`src/design/hlm_pkg.sv`:
```
// Shared types, codes and constants of the heartbeat liveness monitor.
// No dependencies; every other design file but hlm_ram imports this package.
package hlm_pkg;

  // Node id space and table limits
  localparam int unsigned NUM_NODES_DEF = 32;
  localparam int unsigned NODE_ID_SPAN  = 32;
  localparam int unsigned NODE_W        = 5;
  localparam int unsigned TOTAL_W       = 6;
  localparam int unsigned MISS_W        = 8;
  localparam int unsigned TIME_W        = 32;
  localparam int unsigned LIMIT_W       = 8;
  localparam int unsigned TIMEOUT_W     = 16;
  localparam int unsigned CFG_DATA_W    = 16;

  localparam logic [MISS_W-1:0]    MISS_SAT       = 8'd255;
  localparam logic [LIMIT_W-1:0]   MISS_LIMIT_RST = 8'd3;
  localparam logic [TIMEOUT_W-1:0] TIMEOUT_RST    = 16'd60;

  // Configuration register indexes
  typedef enum logic {
    CFG_MISS_LIMIT = 1'b0,
    CFG_TIMEOUT    = 1'b1
  } hlm_cfg_e;

  // Request codes
  typedef enum logic [1:0] {
    REQ_HEARTBEAT = 2'd0,
    REQ_TICK      = 2'd1,
    REQ_SWEEP     = 2'd2,
    REQ_QUERY     = 2'd3
  } hlm_req_e;

  // Result event codes
  typedef enum logic [2:0] {
    EV_ACK       = 3'd0,
    EV_UNHEALTHY = 3'd1,
    EV_RECOVERED = 3'd2,
    EV_SUMMARY   = 3'd3,
    EV_QUERY     = 3'd4
  } hlm_event_e;

  // Controller states
  typedef enum logic [2:0] {
    ST_IDLE,
    ST_ACCESS,
    ST_SWEEP_RD,
    ST_SWEEP_UPD,
    ST_SUMMARY
  } hlm_state_e;

  // Input item
  typedef struct packed {
    hlm_req_e          req_type;
    logic [NODE_W-1:0] node_id;
  } hlm_req_t;

  // Result item
  typedef struct packed {
    hlm_event_e         event_kind;
    logic [NODE_W-1:0]  node_ref;
    logic               node_healthy;
    logic               came_back;
    logic [TOTAL_W-1:0] healthy_total;
    logic               last;
  } hlm_res_t;

  // One table entry held in the RAM
  typedef struct packed {
    logic              healthy;
    logic [MISS_W-1:0] miss;
    logic [TIME_W-1:0] seen;
  } hlm_entry_t;

endpackage

```
`src/design/hlm_ram.sv`:
```
// Generic single-write, single-read synchronous RAM with registered read data.
// Standalone; no package dependency.
module hlm_ram #(
  parameter int unsigned WIDTH = 8,
  parameter int unsigned DEPTH = 32
) (
  input  logic                     clk_i,
  input  logic                     we_i,
  input  logic [$clog2(DEPTH)-1:0] waddr_i,
  input  logic [WIDTH-1:0]         wdata_i,
  input  logic [$clog2(DEPTH)-1:0] raddr_i,
  output logic [WIDTH-1:0]         rdata_o
);

  logic [WIDTH-1:0] mem_q [DEPTH];
  logic [WIDTH-1:0] rdata_q;

  // Write port and registered read port
  always_ff @(posedge clk_i) begin
    if (we_i) begin
      mem_q[waddr_i] <= wdata_i;
    end
    rdata_q <= mem_q[raddr_i];
  end

  assign rdata_o = rdata_q;

endmodule

```
`src/design/heartbeat_liveness_monitor_unit.sv`:
```
// Top level of the heartbeat liveness monitor: controller, config registers,
// known bits and the entry table. Depends on hlm_pkg and hlm_ram.
//
//  Channel  | Signals                           | Handshake
//  ---------+-----------------------------------+----------------------------------
//  request  | start_i, busy_o, req_i            | taken when start_i && !busy_o
//  result   | result_valid_o, result_o          | one-cycle strobe, cannot stall
//  config   | cfg_we_i, cfg_idx_i, cfg_wdata_i  | written when cfg_we_i is high
//
// Heartbeat and query read the table when accepted, then update and write back in
// ST_ACCESS; the registered result appears in the next cycle. A tick only advances
// the time counter and gives no result. A sweep reads, then updates, each of the
// min(NUM_NODES,32) table entries through the single RAM read port, then sends the summary.
// Reset clears the known bits, so no clearing pass is needed.
// Results cannot be held off; busy_o alone paces the requester.
module heartbeat_liveness_monitor_unit
  import hlm_pkg::*;
#(
  parameter int unsigned NUM_NODES = NUM_NODES_DEF
) (
  input  logic                  clk_i,
  input  logic                  rst_ni,
  input  logic                  start_i,
  output logic                  busy_o,
  input  hlm_req_t              req_i,
  output logic                  result_valid_o,
  output hlm_res_t              result_o,
  input  logic                  cfg_we_i,
  input  hlm_cfg_e              cfg_idx_i,
  input  logic [CFG_DATA_W-1:0] cfg_wdata_i
);

  localparam int unsigned DEPTH   = (NUM_NODES < NODE_ID_SPAN) ? NUM_NODES : NODE_ID_SPAN;
  localparam int unsigned IDX_W   = $clog2(DEPTH);
  localparam int unsigned ENTRY_W = $bits(hlm_entry_t);

  hlm_state_e           state_q, state_d;
  hlm_req_t             req_q;
  logic [TIME_W-1:0]    time_q;
  logic [LIMIT_W-1:0]   limit_q;
  logic [TIMEOUT_W-1:0] timeout_q;
  logic [DEPTH-1:0]     known_q, known_d;
  logic [IDX_W-1:0]     idx_q, idx_d;
  logic [TOTAL_W-1:0]   total_q, total_d;
  hlm_res_t             res_q, res_d;
  logic                 res_valid_q, res_valid_d;

  logic                 accept;
  logic                 id_valid;
  logic [IDX_W-1:0]     id_addr;
  logic                 id_known;
  logic                 idx_last;
  logic                 ram_we;
  logic [IDX_W-1:0]     ram_waddr;
  logic [IDX_W-1:0]     ram_raddr;
  hlm_entry_t           ram_wdata;
  logic [ENTRY_W-1:0]   ram_rdata;
  hlm_entry_t           rd;
  hlm_entry_t           upd;
  logic [TIME_W-1:0]    elapsed;
  logic                 timed_out;
  logic [MISS_W-1:0]    miss_inc;
  logic                 sw_known;

  hlm_ram #(
    .WIDTH (ENTRY_W),
    .DEPTH (DEPTH)
  ) u_table (
    .clk_i   (clk_i),
    .we_i    (ram_we),
    .waddr_i (ram_waddr),
    .wdata_i (ram_wdata),
    .raddr_i (ram_raddr),
    .rdata_o (ram_rdata)
  );

  assign accept   = start_i && (state_q == ST_IDLE);
  assign busy_o   = (state_q != ST_IDLE);
  assign id_valid = ({1'b0, req_q.node_id} < TOTAL_W'(DEPTH));
  assign id_addr  = req_q.node_id[IDX_W-1:0];
  assign id_known = id_valid && known_q[id_addr];
  assign idx_last = (idx_q == IDX_W'(DEPTH - 1));
  assign sw_known = known_q[idx_q];
  assign rd       = hlm_entry_t'(ram_rdata);

  // Timeout check and saturating miss count of the entry just read
  assign elapsed   = time_q - rd.seen;
  assign timed_out = elapsed > {{(TIME_W-TIMEOUT_W){1'b0}}, timeout_q};
  assign miss_inc  = (rd.miss < MISS_SAT) ? rd.miss + 8'd1 : rd.miss;

  // Next state
  always_comb begin
    state_d = state_q;
    unique case (state_q)
      ST_IDLE: begin
        if (accept) begin
          unique case (req_i.req_type)
            REQ_TICK:  state_d = ST_IDLE;
            REQ_SWEEP: state_d = ST_SWEEP_RD;
            default:   state_d = ST_ACCESS;
          endcase
        end
      end
      ST_ACCESS:    state_d = ST_IDLE;
      ST_SWEEP_RD:  state_d = ST_SWEEP_UPD;
      ST_SWEEP_UPD: state_d = idx_last ? ST_SUMMARY : ST_SWEEP_RD;
      ST_SUMMARY:   state_d = ST_IDLE;
      default:      state_d = ST_IDLE;
    endcase
  end

  // Table access, entry update and result forming
  always_comb begin
    ram_we      = 1'b0;
    ram_waddr   = idx_q;
    ram_wdata   = rd;
    ram_raddr   = idx_q;
    known_d     = known_q;
    idx_d       = idx_q;
    total_d     = total_q;
    res_valid_d = 1'b0;
    res_d       = '0;
    upd         = rd;
    unique case (state_q)
      ST_IDLE: begin
        ram_raddr = req_i.node_id[IDX_W-1:0];
        idx_d     = '0;
        total_d   = '0;
      end
      ST_ACCESS: begin
        res_valid_d    = 1'b1;
        res_d.node_ref = req_q.node_id;
        res_d.last     = 1'b1;
        if (req_q.req_type == REQ_HEARTBEAT) begin
          res_d.event_kind   = EV_ACK;
          res_d.node_healthy = id_valid;
          res_d.came_back    = id_valid && !(id_known && rd.healthy);
          upd.healthy        = 1'b1;
          upd.miss           = '0;
          upd.seen           = time_q;
          ram_we             = id_valid;
          ram_waddr          = id_addr;
          ram_wdata          = upd;
          if (id_valid) begin
            known_d[id_addr] = 1'b1;
          end
        end else begin
          res_d.event_kind   = EV_QUERY;
          res_d.node_healthy = id_known && rd.healthy;
        end
      end
      ST_SWEEP_RD: begin
        ram_raddr = idx_q;
      end
      ST_SWEEP_UPD: begin
        // Count a miss or recover the node, then tally its health
        if (sw_known) begin
          if (timed_out) begin
            upd.miss = miss_inc;
            if (miss_inc >= limit_q && rd.healthy) begin
              upd.healthy      = 1'b0;
              res_valid_d      = 1'b1;
              res_d.event_kind = EV_UNHEALTHY;
              res_d.node_ref   = NODE_W'(idx_q);
            end
          end else if (!rd.healthy && rd.miss != '0) begin
            upd.healthy        = 1'b1;
            upd.miss           = '0;
            res_valid_d        = 1'b1;
            res_d.event_kind   = EV_RECOVERED;
            res_d.node_ref     = NODE_W'(idx_q);
            res_d.node_healthy = 1'b1;
          end
          ram_we    = 1'b1;
          ram_waddr = idx_q;
          ram_wdata = upd;
          total_d   = total_q + TOTAL_W'(upd.healthy);
        end
        if (!idx_last) begin
          idx_d = idx_q + IDX_W'(1);
        end
      end
      ST_SUMMARY: begin
        res_valid_d         = 1'b1;
        res_d.event_kind    = EV_SUMMARY;
        res_d.healthy_total = total_q;
        res_d.last          = 1'b1;
      end
      default: begin
        res_valid_d = 1'b0;
      end
    endcase
  end

  // Control registers, config and time counter
  always_ff @(posedge clk_i or negedge rst_ni) begin
    if (!rst_ni) begin
      state_q     <= ST_IDLE;
      known_q     <= '0;
      idx_q       <= '0;
      total_q     <= '0;
      res_valid_q <= 1'b0;
      time_q      <= '0;
      limit_q     <= MISS_LIMIT_RST;
      timeout_q   <= TIMEOUT_RST;
    end else begin
      state_q     <= state_d;
      known_q     <= known_d;
      idx_q       <= idx_d;
      total_q     <= total_d;
      res_valid_q <= res_valid_d;
      if (accept && req_i.req_type == REQ_TICK) begin
        time_q <= time_q + TIME_W'(1);
      end
      if (cfg_we_i) begin
        unique case (cfg_idx_i)
          CFG_MISS_LIMIT: limit_q   <= cfg_wdata_i[LIMIT_W-1:0];
          CFG_TIMEOUT:    timeout_q <= cfg_wdata_i[TIMEOUT_W-1:0];
          default:        limit_q   <= limit_q;
        endcase
      end
    end
  end

  // Payload registers: hold the request and the outgoing item
  always_ff @(posedge clk_i) begin
    if (accept) begin
      req_q <= req_i;
    end
    res_q <= res_d;
  end

  assign result_valid_o = res_valid_q;
  assign result_o       = res_q;

endmodule

```
`config.mk`:
```
export PLATFORM = sky130hd
export DESIGN_NAME = heartbeat_liveness_monitor_unit
export DESIGN_NICKNAME = d
export VERILOG_FILES = /design/src/design/hlm_pkg.sv /design/src/design/hlm_ram.sv /design/src/design/heartbeat_liveness_monitor_unit.sv
export SDC_FILE = /design/constraint.sdc
export NUM_CORES = 2
export LEC_CHECK = 0
export ABC_CLOCK_PERIOD_IN_PS = 5100
export BUFFER_PORTS_ARGS = -buffer_cell sky130_fd_sc_hd__buf_2
export CAP_MARGIN = 20
export CORE_MARGIN = 2
export CORE_UTILIZATION = 50
export DETAILED_ROUTE_END_ITERATION = 8
export PLACE_DENSITY = 0.68
export SLEW_MARGIN = 10
export SYNTH_ARGS = -nofsm -noshare
export SYNTH_HDL_FRONTEND = slang
export SYNTH_SLANG_ARGS = --single-unit
```
`constraint.sdc`:
```
create_clock -name clk_i -period 5.1 [get_ports clk_i]
set_clock_uncertainty 0.15 [all_clocks]
set_input_delay 0.765 -clock clk_i [delete_from_list [all_inputs] [get_ports clk_i]]
set_output_delay 0.765 -clock clk_i [all_outputs]
set_load 0.02 [all_outputs]
```
==> results_tabular.tex <==
\begin{tabular}{lr}
\hline
Metric & Value \\
\hline
\multicolumn{2}{l}{\textbf{Critical path}} \\
Worst-path maximum fanout & 16 \\
Critical-path cell list & inv\_2 > ha\_4 > fa\_2 > nor2b\_4 > o2111ai\_4 > nand2\_2 > a41oi\_2 > inv\_1 > nor2\_2 > xnor2\_2 > ha\_1 > nand4\_1 > nor3b\_2 > o31a\_1 > or4\_1 > or4\_4 > nor4\_4 > nand4\_4 > buf\_12 > buf\_8 > buf\_6 > o211a\_1 > a21o\_4 > buf\_12 \\
Worst setup path category & reg2reg \\
Maximum single-stage delay on the critical path & roughly 0.54 ns \\
Worst path top cell family by delay & simple AND/OR/NAND/NOR gates \\
Setup slack on the worst flop-to-flop path & -0.35 ns \\
Crit path max-delay cell type & sky130\_fd\_sc\_hd\_\_or4\_4 \\
Startpoint kind of the worst setup timing path & flip-flop \\
Critical Path End Type & flip-flop \\
Most frequent CP cell & sky130\_fd\_sc\_hd\_\_buf\_12 \\
Worst EP required & roughly 5.5 ns \\
Number of buffers and inverters on the critical path & 6 \\
Data arrival, critical path & between 5 and 6 ns \\
Critical register-to-register path startpoint & time\_q[0]\$\_DFFE\_PN0P\_ \\
Cells on worst reg2reg path & 24 \\
Critical register-to-register path endpoint & u\_table.mem\_q[28][35]\$\_DFFE\_PP\_ \\
\multicolumn{2}{l}{\textbf{STA}} \\
Final period util & 1.070 \\
Setup repair after global routing missed its margin & yes \\
Number of pins exceeding their max-slew limit in the final report & 0 \\
Hold violation count in the final report & 0 \\
Total setup violations reported at the end of the flow & around 300 \\
Pin slew with the least headroom to its limit & 1.156 ns \\
Relative slew slack & 0.2276 \\
Min setup slack post-route & -0.3545 ns \\
Minimum clock period & 5.454 ns \\
Max Clk Rate & around 0.18 GHz \\
Setup\_tns & -86.08 ns \\
\multicolumn{2}{l}{\textbf{Floorplan}} \\
Total Die Area & between 0.1 and 0.15 sq mm \\
I/O pins & 47 \\
Area of the core & $\sim$0.12 sq mm \\
Width of the chip & 350.1 um \\
Initial core utilization & 0.5057 \\
Cell Rows & 126 \\
Y dimension of the die & $\sim$350 um \\
\multicolumn{2}{l}{\textbf{Clocking}} \\
Root buffer cell & sky130\_fd\_sc\_hd\_\_clkbuf\_16 \\
Clock latency at the later pin of the worst-skew pair & between 0.7 and 0.8 ns \\
Number of buffers added by the clock tree synthesis step & between 100 and 150 \\
Clock sink total & between 1000 and 1500 \\
Count of H-tree levels built during CTS & 4 \\
Number of buffers between clock root and the deepest sink & 3 \\
Clk slew on worst S/H paths & around 0.06 ns \\
CTS tree & yes \\
\multicolumn{2}{l}{\textbf{Outcome}} \\
Violated checks & negative setup slack \\
Run status & finished with violations \\
\multicolumn{2}{l}{\textbf{Final layout}} \\
Layout overhead on the synthesized area & 17.13\% \\
\# diodes & 0 \\
Final core utilization & 0.5924 \\
Fraction of final layout cells sized beyond drive strength 1 & 0.2568 \\
Multi-input gate area in the final layout & around 0.016 sq mm \\
Post-route cell area & $\sim$0.070 sq mm \\
Number of filler cells placed in the layout & $\sim$8500 \\
Number of nets in the layout & around 3800 \\
Sequential cell area in the final layout & $\sim$0.043 sq mm \\
\multicolumn{2}{l}{\textbf{Synth}} \\
Main combinational cell family by area after synthesis & multiplexers \\
Area share of and/or/nand/nor cells after synthesis & 0.07104 \\
Fraction of synthesized area in multiplexers & 0.1344 \\
Mapped Avg Cell Area & around 17 sq um \\
Primary flip-flop cell chosen by synthesis mapping & sky130\_fd\_sc\_hd\_\_edfxtp\_1 \\
Post-synthesis cell type count & between 60 and 70 \\
Xor and xnor area share after synthesis & 0.008484 \\
Number of enable flip-flop cells after synthesis & 1319 \\
Post-synthesis instance area & approximately 0.060 sq mm \\
Synthesized instance count & around 3500 \\
Warnings from Yosys & 0 \\
Synthesized-area fraction occupied by ao, oa, aoi and oai cells & 0.03124 \\
Synthesized netlist net count & 3591 \\
Async SR Flop Fraction & 0.06959 \\
Seq cells post-synth & approximately 1500 \\
Proportion of synthesized chip area in sequential cells & 0.7240 \\
Post-synthesis adder-cell area fraction & 0.01371 \\
\multicolumn{2}{l}{\textbf{GRT}} \\
Wire length of the first global-routing pass & between 200 and 250 mm \\
Overall Global Routing Usage & 0.2530 \\
Initial antenna violation count & 5 \\
Overflow left after global routing & 0 \\
Vias in the first global route & between 30000 and 40000 \\
Maximum number of pins on one net before global-route repair & $\sim$100 \\
\multicolumn{2}{l}{\textbf{Routing}} \\
Total wire length after detailed routing & roughly 150 mm \\
Via count normalized by instance count & 6.116 \\
Number of design-rule violations left by the first detailed-router iteration & 3795 \\
Remaining antenna violation count & 0 \\
First-pass iteration count of the detailed router & 6 \\
DRC violations left & 0 \\
DR vias & $\sim$34000 \\
Average routed wire per standard cell & $\sim$28 um \\
\multicolumn{2}{l}{\textbf{Flow run}} \\
Maximum Capacitance Violations & 0 \\
\multicolumn{2}{l}{\textbf{Pwr}} \\
Static Leakage & 0.02422 uW \\
Final Total Pwr & roughly 39000 uW \\
Worst vdd ir & between 0.0005 and 0.0006 V \\
P per Cell Area & around 560 mW/mm\^{}2 \\
\multicolumn{2}{l}{\textbf{Hold path}} \\
Hold path cells & 1 \\
End point of the worst hold path & req\_q[5]\$\_DFFE\_PP\_ \\
Startpoint of the lowest-slack hold path & req\_i[5] \\
Path class of the lowest-slack min-delay path & in2reg \\
\multicolumn{2}{l}{\textbf{Place}} \\
Placement Setup Slack & -0.4675 ns \\
Placer congestion estimate & about 0.92 \\
Cell Area, Placed & roughly 0.064 sq mm \\
IO Port Bufs & 46 \\
Final HPWL from detailed placement & between 80 and 90 mm \\
\hline
\end{tabular}
==> placed cells by master (no fill, tap or decap), types with 20 or more instances in the layout <==
master                      synthesis  routed
sky130_fd_sc_hd__xnor2_1           38      36
sky130_fd_sc_hd__clkbuf_16          0     159
sky130_fd_sc_hd__nand4_1           30      30
sky130_fd_sc_hd__inv_1             82      81
sky130_fd_sc_hd__buf_8              0      20
sky130_fd_sc_hd__dfrtp_1           97      97
sky130_fd_sc_hd__buf_2             41      45
sky130_fd_sc_hd__nor2_1           114      78
sky130_fd_sc_hd__ha_1              64      61
sky130_fd_sc_hd__clkbuf_1         125      38
sky130_fd_sc_hd__clkinv_1           1      22
sky130_fd_sc_hd__dfxtp_1           58      58
sky130_fd_sc_hd__buf_12             0      62
sky130_fd_sc_hd__mux4_2           345     345
sky130_fd_sc_hd__nand3_1          229     228
sky130_fd_sc_hd__o21ai_0          117      84
sky130_fd_sc_hd__edfxtp_1        1319    1319
sky130_fd_sc_hd__nand2_1          490     487
sky130_fd_sc_hd__a21o_1            31      28
sky130_fd_sc_hd__nor2_4             0      33
sky130_fd_sc_hd__buf_4              1     133
sky130_fd_sc_hd__o21ai_2            0      24
sky130_fd_sc_hd__a21oi_1           63      51
==> metal layers <==
layer,GRT usage,vias up,share of wire
met3,0.04835,273,0.090
met5,0,-,0.000065
li1,-,14200,-
met2,0.4006,1651,0.48
met4,0.08410,2,0.032
met1,0.3568,17380,0.40
==> kinds of logic after synthesis <==
family	count (synthesis)
AO/OA/AOI/OAI	305
AND/OR/NAND/NOR	962
flip-flops	1480
adder cells (fa/ha/maj)	65
XOR/XNOR	58
multiplexers	370
buffers and inverters	258
==> repair_timing <==
| item | CTS | global route |
|---|---|---|
| endpoints found under the hold margin | 41 | 0 |
| hold buffers | 1 | 0 |
| buffers inserted | 17 | 4 |
| pin swaps | 10 | 41 |
| resized for setup | 35 | 38 |
| endpoints found under the setup margin | 302 | 303 |
| gates cloned | 3 | 13 |
==> flip-flops by register name, summed over array words and instances (netlist names) <==
register and count:
time_q 32, total_q 6, result_o 17, limit_q 8, u_table.rdata_o 41, timeout_q 16, req_q 2, state_q 3
known_q 32, idx_q 5, id_addr 5, result_valid_o 1, u_table.mem_q 1312
==> how the worst max path moves through the flow <==
| stage | cells after the start | slack, ns | start | to |
|---|---|---|---|---|
| floorplan | 24 | 0.01 | time_q[0]$_DFFE_PN0P_ | total_q[5]$_DFFE_PN0P_ |
| global placement | 25 | -0.34 | time_q[0]$_DFFE_PN0P_ | total_q[5]$_DFFE_PN0P_ |
| detailed placement | 25 | -0.47 | time_q[0]$_DFFE_PN0P_ | total_q[5]$_DFFE_PN0P_ |
| CTS | 24 | -0.29 | time_q[0]$_DFFE_PN0P_ | total_q[5]$_DFFE_PN0P_ |
| global route | 24 | -0.51 | time_q[0]$_DFFE_PN0P_ | total_q[5]$_DFFE_PN0P_ |
| finish | 24 | -0.35 | time_q[0]$_DFFE_PN0P_ | u_table.mem_q[28][35]$_DFFE_PP_ |
==> cell type report <==
cell class,instances,share of cell area
well taps,1600,0.02854
multi-input cells,1760,0.2317
inverters,83,0.004442
repair buffers,281,0.04505
clock inverters,73,0.01388
flip-flops and latches,1480,0.6181
clock buffers,201,0.05826
==> stage by stage <==
stage,instances,hold WS [ns]
2_1_floorplan,3498,0.2887
3_3_place_gp,5152,0.3012
3_5_place_dp,5155,0.3106
4_1_cts,5450,0.02390
5_1_grt,5478,0.04457
6_report,5478,0.07169
==> report_power, final <==
part / switching (uW) / internal, uW
registers: 223 / 15100
clock network: 4640 / 6590
logic: 7450 / 5170
==> Yosys cell counts, types with 17 or more instances <==
master | n | share of area
sky130_fd_sc_hd__a21o_1 | 31 | 0.0039
sky130_fd_sc_hd__a21oi_1 | 63 | 0.0053
sky130_fd_sc_hd__buf_2 | 41 | 0.0034
sky130_fd_sc_hd__clkbuf_1 | 125 | 0.0078
sky130_fd_sc_hd__dfrtp_1 | 97 | 0.041
sky130_fd_sc_hd__dfxtp_1 | 58 | 0.019
sky130_fd_sc_hd__edfxtp_1 | 1319 | 0.66
sky130_fd_sc_hd__ha_1 | 64 | 0.013
sky130_fd_sc_hd__inv_1 | 82 | 0.0051
sky130_fd_sc_hd__mux2_2 | 18 | 0.0034
sky130_fd_sc_hd__mux4_2 | 345 | 0.13
sky130_fd_sc_hd__nand2_1 | 490 | 0.031
sky130_fd_sc_hd__nand3_1 | 229 | 0.019
sky130_fd_sc_hd__nand4_1 | 30 | 0.0031
sky130_fd_sc_hd__nor2_1 | 114 | 0.0071
sky130_fd_sc_hd__nor3_1 | 17 | 0.0014
sky130_fd_sc_hd__o21ai_0 | 117 | 0.0098
sky130_fd_sc_hd__o21bai_1 | 17 | 0.0021
sky130_fd_sc_hd__xnor2_1 | 38 | 0.0056
sky130_fd_sc_hd__xor2_1 | 20 | 0.0029
==> worst reg2reg max path, stage by stage, from the launching register on <==
cell and delay, ns:
sky130_fd_sc_hd__dfrtp_1 0.36, sky130_fd_sc_hd__inv_2 0.06, sky130_fd_sc_hd__ha_4 0.17, sky130_fd_sc_hd__fa_2 0.41, sky130_fd_sc_hd__nor2b_4 0.18, sky130_fd_sc_hd__o2111ai_4 0.17
sky130_fd_sc_hd__nand2_2 0.13, sky130_fd_sc_hd__a41oi_2 0.11, sky130_fd_sc_hd__inv_1 0.09, sky130_fd_sc_hd__nor2_2 0.05, sky130_fd_sc_hd__xnor2_2 0.16, sky130_fd_sc_hd__ha_1 0.30
sky130_fd_sc_hd__nand4_1 0.21, sky130_fd_sc_hd__nor3b_2 0.07, sky130_fd_sc_hd__o31a_1 0.14, sky130_fd_sc_hd__or4_1 0.42, sky130_fd_sc_hd__or4_4 0.54, sky130_fd_sc_hd__nor4_4 0.31
sky130_fd_sc_hd__nand4_4 0.23, sky130_fd_sc_hd__buf_12 0.22, sky130_fd_sc_hd__buf_8 0.12, sky130_fd_sc_hd__buf_6 0.11, sky130_fd_sc_hd__o211a_1 0.12, sky130_fd_sc_hd__a21o_4 0.22
sky130_fd_sc_hd__buf_12 0.15
Note: power is estimated with default switching activity, not from simulation.
